### config.mk
export PLATFORM = sky130hd
export DESIGN_NAME = sliding_window_rate_meter_flat
export DESIGN_NICKNAME = d
export VERILOG_FILES = /design/src/rtl/core/swrm_pkg.sv /design/src/rtl/core/swrm_ifs.sv /design/src/rtl/core/swrm_ram.sv /design/src/rtl/core/swrm_div.sv /design/src/rtl/core/sliding_window_rate_meter.sv /design/src/flat_wrapper.sv
export SDC_FILE = /design/constraint.sdc
export NUM_CORES = 2
export LEC_CHECK = 0
export BUFFER_PORTS_ARGS = -buffer_cell sky130_fd_sc_hd__buf_2
export CAP_MARGIN = 25
export CORE_ASPECT_RATIO = 1.1
export CORE_MARGIN = 2
export CORE_UTILIZATION = 47
export CTS_CLUSTER_SIZE = 14
export DETAILED_ROUTE_END_ITERATION = 10
export PLACE_DENSITY_LB_ADDON = 0.1
export REMOVE_ABC_BUFFERS = 1
export SLEW_MARGIN = 20
export SYNTH_ARGS = -nofsm -noshare
export SYNTH_HDL_FRONTEND = slang
export SYNTH_SLANG_ARGS = --single-unit
### constraint.sdc
create_clock -name clk -period 13.88 [get_ports clk]
set_clock_uncertainty 0.15 [all_clocks]
set_input_delay 0 -clock clk [delete_from_list [all_inputs] [get_ports clk]]
set_output_delay 0 -clock clk [all_outputs]
set_load 0.01 [all_outputs]
### src/rtl/core/swrm_pkg.sv
// Shared constants and types for the sliding window rate meter.
// No dependencies; compile first.
package swrm_pkg;

  localparam int RING_DEPTH_DEF = 16;
  localparam int TIME_W         = 32;
  localparam int CNT_W          = 32;
  localparam int INTERVAL_W     = 16;
  localparam int SCALE_W        = 10;
  localparam int NUM_W          = CNT_W + SCALE_W;

  localparam logic [SCALE_W-1:0]    RATE_SCALE     = SCALE_W'(1000);
  localparam logic [INTERVAL_W-1:0] INTERVAL_RESET = INTERVAL_W'(100);
  localparam logic [TIME_W-1:0]     ELAPSED_MIN    = TIME_W'(1);

  typedef struct packed {
    logic [TIME_W-1:0] t_ms;
    logic [CNT_W-1:0]  sent;
    logic [CNT_W-1:0]  received;
  } snap_t;

  localparam int SNAP_W = $bits(snap_t);

endpackage

### src/rtl/core/swrm_ifs.sv
// Request channels of the rate meter: poll in, rate out, interval write.
// Depends on swrm_pkg.
interface swrm_poll_if
  import swrm_pkg::*;
  ();
  logic              valid;
  logic              ready;
  logic [TIME_W-1:0] now_ms;
  logic [CNT_W-1:0]  sent_total;
  logic [CNT_W-1:0]  received_total;

  modport source (output valid, now_ms, sent_total, received_total, input ready);
  modport sink   (input valid, now_ms, sent_total, received_total, output ready);
endinterface

interface swrm_rate_if
  import swrm_pkg::*;
  ();
  logic             valid;
  logic             ready;
  logic [CNT_W-1:0] send_rate;
  logic [CNT_W-1:0] receive_rate;
  logic             snapshot_taken;

  modport source (output valid, send_rate, receive_rate, snapshot_taken, input ready);
  modport sink   (input valid, send_rate, receive_rate, snapshot_taken, output ready);
endinterface

interface swrm_cfg_if
  import swrm_pkg::*;
  ();
  logic                  valid;
  logic                  ready;
  logic [INTERVAL_W-1:0] data;

  modport source (output valid, data, input ready);
  modport sink   (input valid, data, output ready);
endinterface

### src/rtl/core/swrm_ram.sv
// Generic single-port-write, single-port-read RAM with registered read data.
// No dependencies.
module swrm_ram #(
  parameter int WIDTH = 8,
  parameter int DEPTH = 16
) (
  input  logic                     clk,
  input  logic                     we,
  input  logic [$clog2(DEPTH)-1:0] waddr,
  input  logic [WIDTH-1:0]         wdata,
  input  logic [$clog2(DEPTH)-1:0] raddr,
  output logic [WIDTH-1:0]         rdata
);

  logic [WIDTH-1:0] mem [DEPTH];

  always_ff @(posedge clk) begin
    if (we) begin
      mem[waddr] <= wdata;
    end
    rdata <= mem[raddr];
  end

endmodule

### src/rtl/core/swrm_div.sv
// Restoring divider, one quotient bit per cycle, saturating 32-bit quotient.
// Depends on swrm_pkg.
module swrm_div
  import swrm_pkg::*;
(
  input  logic              clk,
  input  logic              rst,
  input  logic              start,
  input  logic [NUM_W-1:0]  num,
  input  logic [TIME_W-1:0] den,
  output logic              done,
  output logic [CNT_W-1:0]  quot
);

  localparam int STEP_W = $clog2(NUM_W);
  localparam logic [STEP_W-1:0] LAST_STEP = STEP_W'(NUM_W - 1);

  logic              busy;
  logic [STEP_W-1:0] step;
  logic [TIME_W-1:0] rem;
  logic [TIME_W-1:0] den_r;
  logic [NUM_W-1:0]  qsh;
  logic [TIME_W:0]   trial;
  logic [TIME_W:0]   diff;

  assign trial = {rem, qsh[NUM_W-1]};
  assign diff  = trial - {1'b0, den_r};

  always_ff @(posedge clk) begin
    if (rst) begin
      busy <= 1'b0;
      done <= 1'b0;
      step <= '0;
    end else begin
      done <= 1'b0;
      if (start) begin
        busy  <= 1'b1;
        step  <= LAST_STEP;
        rem   <= '0;
        qsh   <= num;
        den_r <= den;
      end else if (busy) begin
        // keep the trial remainder only when the subtraction does not borrow
        if (!diff[TIME_W]) begin
          rem <= diff[TIME_W-1:0];
          qsh <= {qsh[NUM_W-2:0], 1'b1};
        end else begin
          rem <= trial[TIME_W-1:0];
          qsh <= {qsh[NUM_W-2:0], 1'b0};
        end
        if (step == '0) begin
          busy <= 1'b0;
          done <= 1'b1;
        end else begin
          step <= step - STEP_W'(1);
        end
      end
    end
  end

  assign quot = (|qsh[NUM_W-1:CNT_W]) ? '1 : qsh[CNT_W-1:0];

endmodule

### src/rtl/core/sliding_window_rate_meter.sv
// Sliding window byte-rate meter: a ring of (time, sent, received) snapshots
// in one RAM, one shared serial divider. Depends on swrm_pkg, swrm_ifs,
// swrm_ram and swrm_div.
//
// Each poll request passes from acceptance to its rate request through
// two RAM reads (oldest, then newest snapshot), then two 42-step
// divisions run one after the other on the single restoring divider.
// One poll is in work at a time; a new poll is taken while
// the previous rate request still waits in the output register. Snapshot
// entries read as zero until first written, tracked by one valid bit per
// entry, so no clearing pass follows reset. The interval register may be
// written in any cycle and is always ready.
module sliding_window_rate_meter
  import swrm_pkg::*;
#(
  parameter int RING_DEPTH = RING_DEPTH_DEF
) (
  input  logic        clk,
  input  logic        rst,
  swrm_poll_if.sink   poll,
  swrm_rate_if.source rate,
  swrm_cfg_if.sink    cfg
);

  localparam int AW = (RING_DEPTH > 1) ? $clog2(RING_DEPTH) : 1;
  localparam logic [AW-1:0] LAST_POS = AW'(RING_DEPTH - 1);

  typedef enum logic [7:0] {
    S_IDLE       = 8'b0000_0001,
    S_RD_OLD     = 8'b0000_0010,
    S_RD_NEW     = 8'b0000_0100,
    S_START_SEND = 8'b0000_1000,
    S_WAIT_SEND  = 8'b0001_0000,
    S_START_RECV = 8'b0010_0000,
    S_WAIT_RECV  = 8'b0100_0000,
    S_FINISH     = 8'b1000_0000
  } state_t;

  state_t                state;
  logic [AW-1:0]         pos;
  logic [RING_DEPTH-1:0] snap_valid;
  logic [INTERVAL_W-1:0] interval;

  logic [TIME_W-1:0] now_r;
  logic [CNT_W-1:0]  sent_r;
  logic [CNT_W-1:0]  recv_r;
  logic [TIME_W-1:0] elapsed;
  logic [CNT_W-1:0]  diff_sent;
  logic [CNT_W-1:0]  diff_recv;
  logic [NUM_W-1:0]  num;
  logic              taken;
  logic [CNT_W-1:0]  send_q;

  logic              out_valid;
  logic [CNT_W-1:0]  out_send;
  logic [CNT_W-1:0]  out_recv;
  logic              out_taken;

  logic [AW-1:0]     newest;
  logic [AW-1:0]     raddr;
  logic              rd_valid;
  logic [SNAP_W-1:0] rdata;
  snap_t             rd_snap;
  snap_t             wr_snap;
  logic              we;
  logic              out_free;
  logic              poll_fire;
  logic [TIME_W-1:0] age_old;
  logic [TIME_W-1:0] age_new;

  logic              div_start;
  logic              div_done;
  logic [CNT_W-1:0]  div_quot;

  assign newest    = (pos == '0) ? LAST_POS : pos - AW'(1);
  assign raddr     = (state == S_IDLE) ? pos : newest;
  assign rd_snap   = rd_valid ? snap_t'(rdata) : '0;
  assign out_free  = !out_valid || rate.ready;
  assign poll_fire = poll.valid && poll.ready;
  assign we        = (state == S_FINISH) && out_free && taken;
  assign wr_snap   = '{t_ms: now_r, sent: sent_r, received: recv_r};
  assign age_old   = now_r - rd_snap.t_ms;
  assign age_new   = now_r - rd_snap.t_ms;
  assign div_start = (state == S_START_SEND) || (state == S_START_RECV);

  swrm_ram #(
    .WIDTH (SNAP_W),
    .DEPTH (RING_DEPTH)
  ) u_ring (
    .clk   (clk),
    .we    (we),
    .waddr (pos),
    .wdata (wr_snap),
    .raddr (raddr),
    .rdata (rdata)
  );

  swrm_div u_div (
    .clk   (clk),
    .rst   (rst),
    .start (div_start),
    .num   (num),
    .den   (elapsed),
    .done  (div_done),
    .quot  (div_quot)
  );

  always_ff @(posedge clk) begin
    rd_valid <= snap_valid[raddr];
  end

  // configuration
  assign cfg.ready = 1'b1;

  always_ff @(posedge clk) begin
    if (rst) begin
      interval <= INTERVAL_RESET;
    end else if (cfg.valid) begin
      interval <= cfg.data;
    end
  end

  // sequencer
  assign poll.ready = (state == S_IDLE);

  always_ff @(posedge clk) begin
    if (rst) begin
      state      <= S_IDLE;
      pos        <= '0;
      snap_valid <= '0;
      out_valid  <= 1'b0;
    end else begin
      // drop the taken request unless a new one replaces it this cycle
      if (out_valid && rate.ready && (state != S_FINISH)) begin
        out_valid <= 1'b0;
      end
      case (state)
        S_IDLE: begin
          if (poll_fire) begin
            state <= S_RD_OLD;
          end
        end
        S_RD_OLD: begin
          state <= S_RD_NEW;
        end
        S_RD_NEW: begin
          state <= S_START_SEND;
        end
        S_START_SEND: begin
          state <= S_WAIT_SEND;
        end
        S_WAIT_SEND: begin
          if (div_done) begin
            state <= S_START_RECV;
          end
        end
        S_START_RECV: begin
          state <= S_WAIT_RECV;
        end
        S_WAIT_RECV: begin
          if (div_done) begin
            state <= S_FINISH;
          end
        end
        S_FINISH: begin
          if (out_free) begin
            out_valid <= 1'b1;
            state     <= S_IDLE;
            if (taken) begin
              snap_valid[pos] <= 1'b1;
              pos <= (pos == LAST_POS) ? '0 : pos + AW'(1);
            end
          end
        end
        default: begin
          state <= S_IDLE;
        end
      endcase
    end
  end

  // datapath
  always_ff @(posedge clk) begin
    if (poll_fire) begin
      now_r  <= poll.now_ms;
      sent_r <= poll.sent_total;
      recv_r <= poll.received_total;
    end
    case (state)
      S_RD_OLD: begin
        // oldest snapshot: window length and byte deltas
        elapsed   <= (age_old == '0) ? ELAPSED_MIN : age_old;
        diff_sent <= sent_r - rd_snap.sent;
        diff_recv <= recv_r - rd_snap.received;
      end
      S_RD_NEW: begin
        taken <= (age_new >= TIME_W'(interval));
        num   <= NUM_W'(diff_sent) * NUM_W'(RATE_SCALE);
      end
      S_WAIT_SEND: begin
        if (div_done) begin
          send_q <= div_quot;
          num    <= NUM_W'(diff_recv) * NUM_W'(RATE_SCALE);
        end
      end
      S_FINISH: begin
        if (out_free) begin
          out_send  <= send_q;
          out_recv  <= div_quot;
          out_taken <= taken;
        end
      end
      default: begin
      end
    endcase
  end

  assign rate.valid          = out_valid;
  assign rate.send_rate      = out_send;
  assign rate.receive_rate   = out_recv;
  assign rate.snapshot_taken = out_taken;

endmodule

### src/flat_wrapper.sv
// flat-port wrapper written by rule: the top's interface ports become plain ports
module sliding_window_rate_meter_flat import swrm_pkg::*;
#(
  parameter int RING_DEPTH = RING_DEPTH_DEF
)
  (clk, rst, poll_valid, poll_now_ms, poll_sent_total, poll_received_total, poll_ready, rate_valid, rate_send_rate, rate_receive_rate, rate_snapshot_taken, rate_ready, cfg_valid, cfg_data, cfg_ready);
  swrm_poll_if poll_i ();
  swrm_rate_if rate_i ();
  swrm_cfg_if cfg_i ();
  input  logic clk;
  input  logic rst;
  input wire logic [$bits(poll_i.valid)-1:0] poll_valid;
  input wire logic [$bits(poll_i.now_ms)-1:0] poll_now_ms;
  input wire logic [$bits(poll_i.sent_total)-1:0] poll_sent_total;
  input wire logic [$bits(poll_i.received_total)-1:0] poll_received_total;
  output wire logic [$bits(poll_i.ready)-1:0] poll_ready;
  output wire logic [$bits(rate_i.valid)-1:0] rate_valid;
  output wire logic [$bits(rate_i.send_rate)-1:0] rate_send_rate;
  output wire logic [$bits(rate_i.receive_rate)-1:0] rate_receive_rate;
  output wire logic [$bits(rate_i.snapshot_taken)-1:0] rate_snapshot_taken;
  input wire logic [$bits(rate_i.ready)-1:0] rate_ready;
  input wire logic [$bits(cfg_i.valid)-1:0] cfg_valid;
  input wire logic [$bits(cfg_i.data)-1:0] cfg_data;
  output wire logic [$bits(cfg_i.ready)-1:0] cfg_ready;
  assign poll_i.valid = poll_valid;
  assign poll_i.now_ms = poll_now_ms;
  assign poll_i.sent_total = poll_sent_total;
  assign poll_i.received_total = poll_received_total;
  assign poll_ready = poll_i.ready;
  assign rate_valid = rate_i.valid;
  assign rate_send_rate = rate_i.send_rate;
  assign rate_receive_rate = rate_i.receive_rate;
  assign rate_snapshot_taken = rate_i.snapshot_taken;
  assign rate_i.ready = rate_ready;
  assign cfg_i.valid = cfg_valid;
  assign cfg_i.data = cfg_data;
  assign cfg_ready = cfg_i.ready;
  sliding_window_rate_meter #(.RING_DEPTH(RING_DEPTH)) u_core (.clk(clk), .rst(rst), .poll(poll_i), .rate(rate_i), .cfg(cfg_i));
endmodule
==> qor.csv <==
metric,value,unit
Die Y,476.2,um
Initial Util,47.21,%
RSZ-0062 raised after global routing,false,
DP Area,0.09947,mm^2
Yosys cell types,83,
drt pass-1 iters,5,
post-CTS sizing,0,
ranking of synthesized cells by area,"edfxtp_1 (62%), mux4_2 (9.2%), fa_1 (5.0%), ha_1 (4.2%), dfxtp_1 (3.2%)",
layout cells sized above 1,15.91,%
Critical R2R Launch,u_core.diff_recv[5],
Max Cap Viol,0,
slowest CP cell,o21ai_0,
dominant synthesized flop cell,edfxtp_1,
ANT nets after route,0,
Final HPWL DP,137.5,mm
Skew-Pair Late Insertion Delay,0.88,ns
Iter 0 DRT Violations,4693,
Final Max Tran Viols,0,
"Period Utilization, post-route",46.30,%
gr usage total,23.40,%
DR vias/cell,5.661,
Post-Route WL,240.2,mm
clock sink count,2121,
clock slew at reported path FFs,0.06,ns
Row Count,173,
final instance area,0.1092,mm^2
largest net degree at the start of global routing,126,
worst path arrival time,6.87,ns
crit-path max FO,5,
max incr delay on CP,0.57,ns
Worst-Margin Slew,1.150,ns
first-pass GRT wire length,354.7,mm
post-route DRC violation count,0,
die area,0.2063,mm^2
crit path from,u_core.diff_recv[5],
dominant cell type by area after synthesis,edfxtp_1,
worst min-delay path startpoint,poll_valid,
met3 wire length,13.92,mm
Crit Path Class,reg2reg,
top-area cell type share of the netlist area,62.14,%
hold slack,0.1313,ns
total grt overflow,0,
Worst setup SP type,register,
H-Tree Level Count,4,
r2r worst-path depth,17,
Setup crit end kind,register,
CTS Buffer Depth,3,
number of setup buffers added after CTS,0,
status,finished clean,
"critical path, cell by cell",inv_1 > fa_1 > fa_1 > fa_1 > fa_1 > inv_1 > ha_1 > a211oi_1 > o21ai_0 > o2111ai_1 > o21ai_0 > o21ai_0 > o22ai_1 > nor3b_1 > o21bai_1 > xor2_1 > mux2_2,
post-route insts no fill,9359,
initial antenna violation count,12,
number of global-route vias before repair,54090,
required time worst endpoint,14.33,ns
Fin. Hold Viols,0,
area of the mapped netlist,0.09525,mm^2
Hold Crit Depth,4,
maximum vdd ir drop,133.2,uV
worst rel slew slack,23.31,%
sequential fraction of the synthesis area,65.29,%
routed via count,52980,
IO Port Bufs,183,
min Tclk post-route,6.427,ns
Num CTS Buffers,212,
"Top cell by count, worst path",fa_1,
top sig layer,met5,
core area,0.2017,mm^2
pwr/cell area,168.9,mW/mm^2
Max Fclk,155.6,MHz
number of enable flip-flop cells after synthesis,1971,
P_leak,38.95,nW
Placed Instances,8686,
I/O pin count,185,
placer congestion estimate,0.8687,
WL met1,107.2,mm
Avg WL per Cell,25.66,um
clk root buf,clkbuf_16,
CTS tree,yes,
#FFs+latches synth,2121,
number of synthesis warnings,0,
Layout Nets,7131,
Horiz. Die Dim,433.2,um
Setup Viol. Count Final,0,
Layout fillers,16420,
Hold Crit Class,in2reg,
synthesized instance count,5947,
met2 WL,113.5,mm
area delta synth->final,14.67,%
ys async rst share,0,%
"Avg Cell Area, Syn",16.02,um^2
-- Yosys cell counts (all sizes together) (18+ instances only) --
cell type	n
a211oi	119
a21o	83
a21oi	175
a31oi	117
and2	119
and3	25
buf	87
clkbuf	134
dfxtp	150
edfxtp	1971
fa	240
ha	317
inv	436
mux2i	50
mux4	388
nand2	525
nand2b	34
nand3	65
nand4	21
nor2	223
nor2b	32
nor3	56
o211ai	18
o21a	35
o21ai	120
o21bai	20
or2	41
xnor2	111
xor2	66
-- state kept, by name (all words and copies together), names as in the netlist, 32 cells and up --
name,flops
u_core.rate.send_rate,32
u_core.u_ring.mem,1536
u_core.send_q,32
u_core.now_r,32
u_core.rate.receive_rate,32
u_core.num,39
u_core.recv_r,32
u_core.elapsed,32
u_core.diff_sent,32
u_core.sent_r,32
u_core.u_ring.rdata,96
u_core.u_div.qsh,42
u_core.u_div.den_r,32
u_core.diff_recv,32
u_core.u_div.rem,32
-- metal layers --
metal | GRT usage [%] | up-vias
li1 | - | 23530
met3 | 4.009 | 346
met2 | 37.26 | 1398
met5 | 0 | -
met4 | 6.118 | 12
met1 | 33.50 | 27690
-- final cells by class --
class                   instances  area (um^2)  area share (%)
flip-flops and latches       2121        62190           56.94
multi-input cells            3169        30630           28.05
clock buffers                 283         5793           5.304
repair buffers                517         4357           3.989
well taps                    2712         3393           3.107
inverters                     436         1639           1.501
clock inverters               119         1210           1.108
diodes                          2        5.005        0.004582
-- worst paths after layout --
| kind | slack, ns | to |
|---|---|---|
| worst min-delay path | 0.13 | u_core.state[3] |
| worst max register to register | 7.45 | u_core.num[35] |
| worst min register to register | 0.26 | u_core.u_div.den_r[21] |
| worst max-delay path | 7.45 | u_core.num[35] |
-- power breakdown --
group          leakage [nW]  switching (W)  internal (W)
clock network          3.42        0.00252       0.00322
registers              19.3       0.000221       0.00734
logic                  16.3        0.00303       0.00213
-- through the flow --
step / setup WS, ns / utilization [%] / setup TNS, ns / power [W]
after floorplan: -21.27 / - / -1986.15 / 0.01246
after global placement: 7.538 / 49.30 / 0 / 0.01280
after detailed placement: 7.526 / 49.31 / 0 / 0.01282
after CTS: 7.481 / 54.09 / 0 / 0.01863
after global routing: 7.013 / 54.14 / 0 / 0.01943
final: 7.453 / 54.14 / 0 / 0.01845
-- cell usage in the layout, fill, tap and decap left out, types with 83 or more instances in the layout --
cell type      count
nand2_1          524
o21ai_0          114
a31oi_1          117
a21oi_1          173
fa_1             240
xnor2_1          110
a21o_1            83
and2_1           118
clkbuf_16        213
inv_1            435
nor2_1           208
a211oi_1         119
dlygate4sd3_1    265
edfxtp_1        1971
ha_1             317
mux4_2           388
dfxtp_1          149
buf_2            183
-- worst max-delay path, delay by kind of cell, from the launching register on --
family / cells / cell delay (ns)
buffers and inverters: 2 / 0.29
AND/OR/NAND/NOR: 1 / 0.50
XOR/XNOR: 1 / 0.16
AO/OA/AOI/OAI: 7 / 2.09
adder cells (fa/ha/maj): 5 / 2.29
multiplexers: 1 / 0.26
flip-flops: 1 / 0.42
-- cells by family (layout without fill, tap and decap cells) --
family / after synthesis / in the layout / share of synthesized area, %
xor+xnor: 177 / 177 / 1.628
mux: 444 / 444 / 9.771
other cells: 1 / 3 / 0.003937
flops: 2121 / 2121 / 65.29
fa+ha+maj: 557 / 557 / 9.208
compound gates: 803 / 803 / 5.558
simple gates: 1187 / 1187 / 5.754
buf+inv: 657 / 1355 / 2.787
-- repair_timing --
| item | CTS | global route |
|---|---|---|
| hold buffers | 264 | 1 |
| setup endpoints to repair | 0 | 0 |
| hold endpoints to repair | 169 | 2 |
Note: power is estimated with default switching activity, not from simulation.
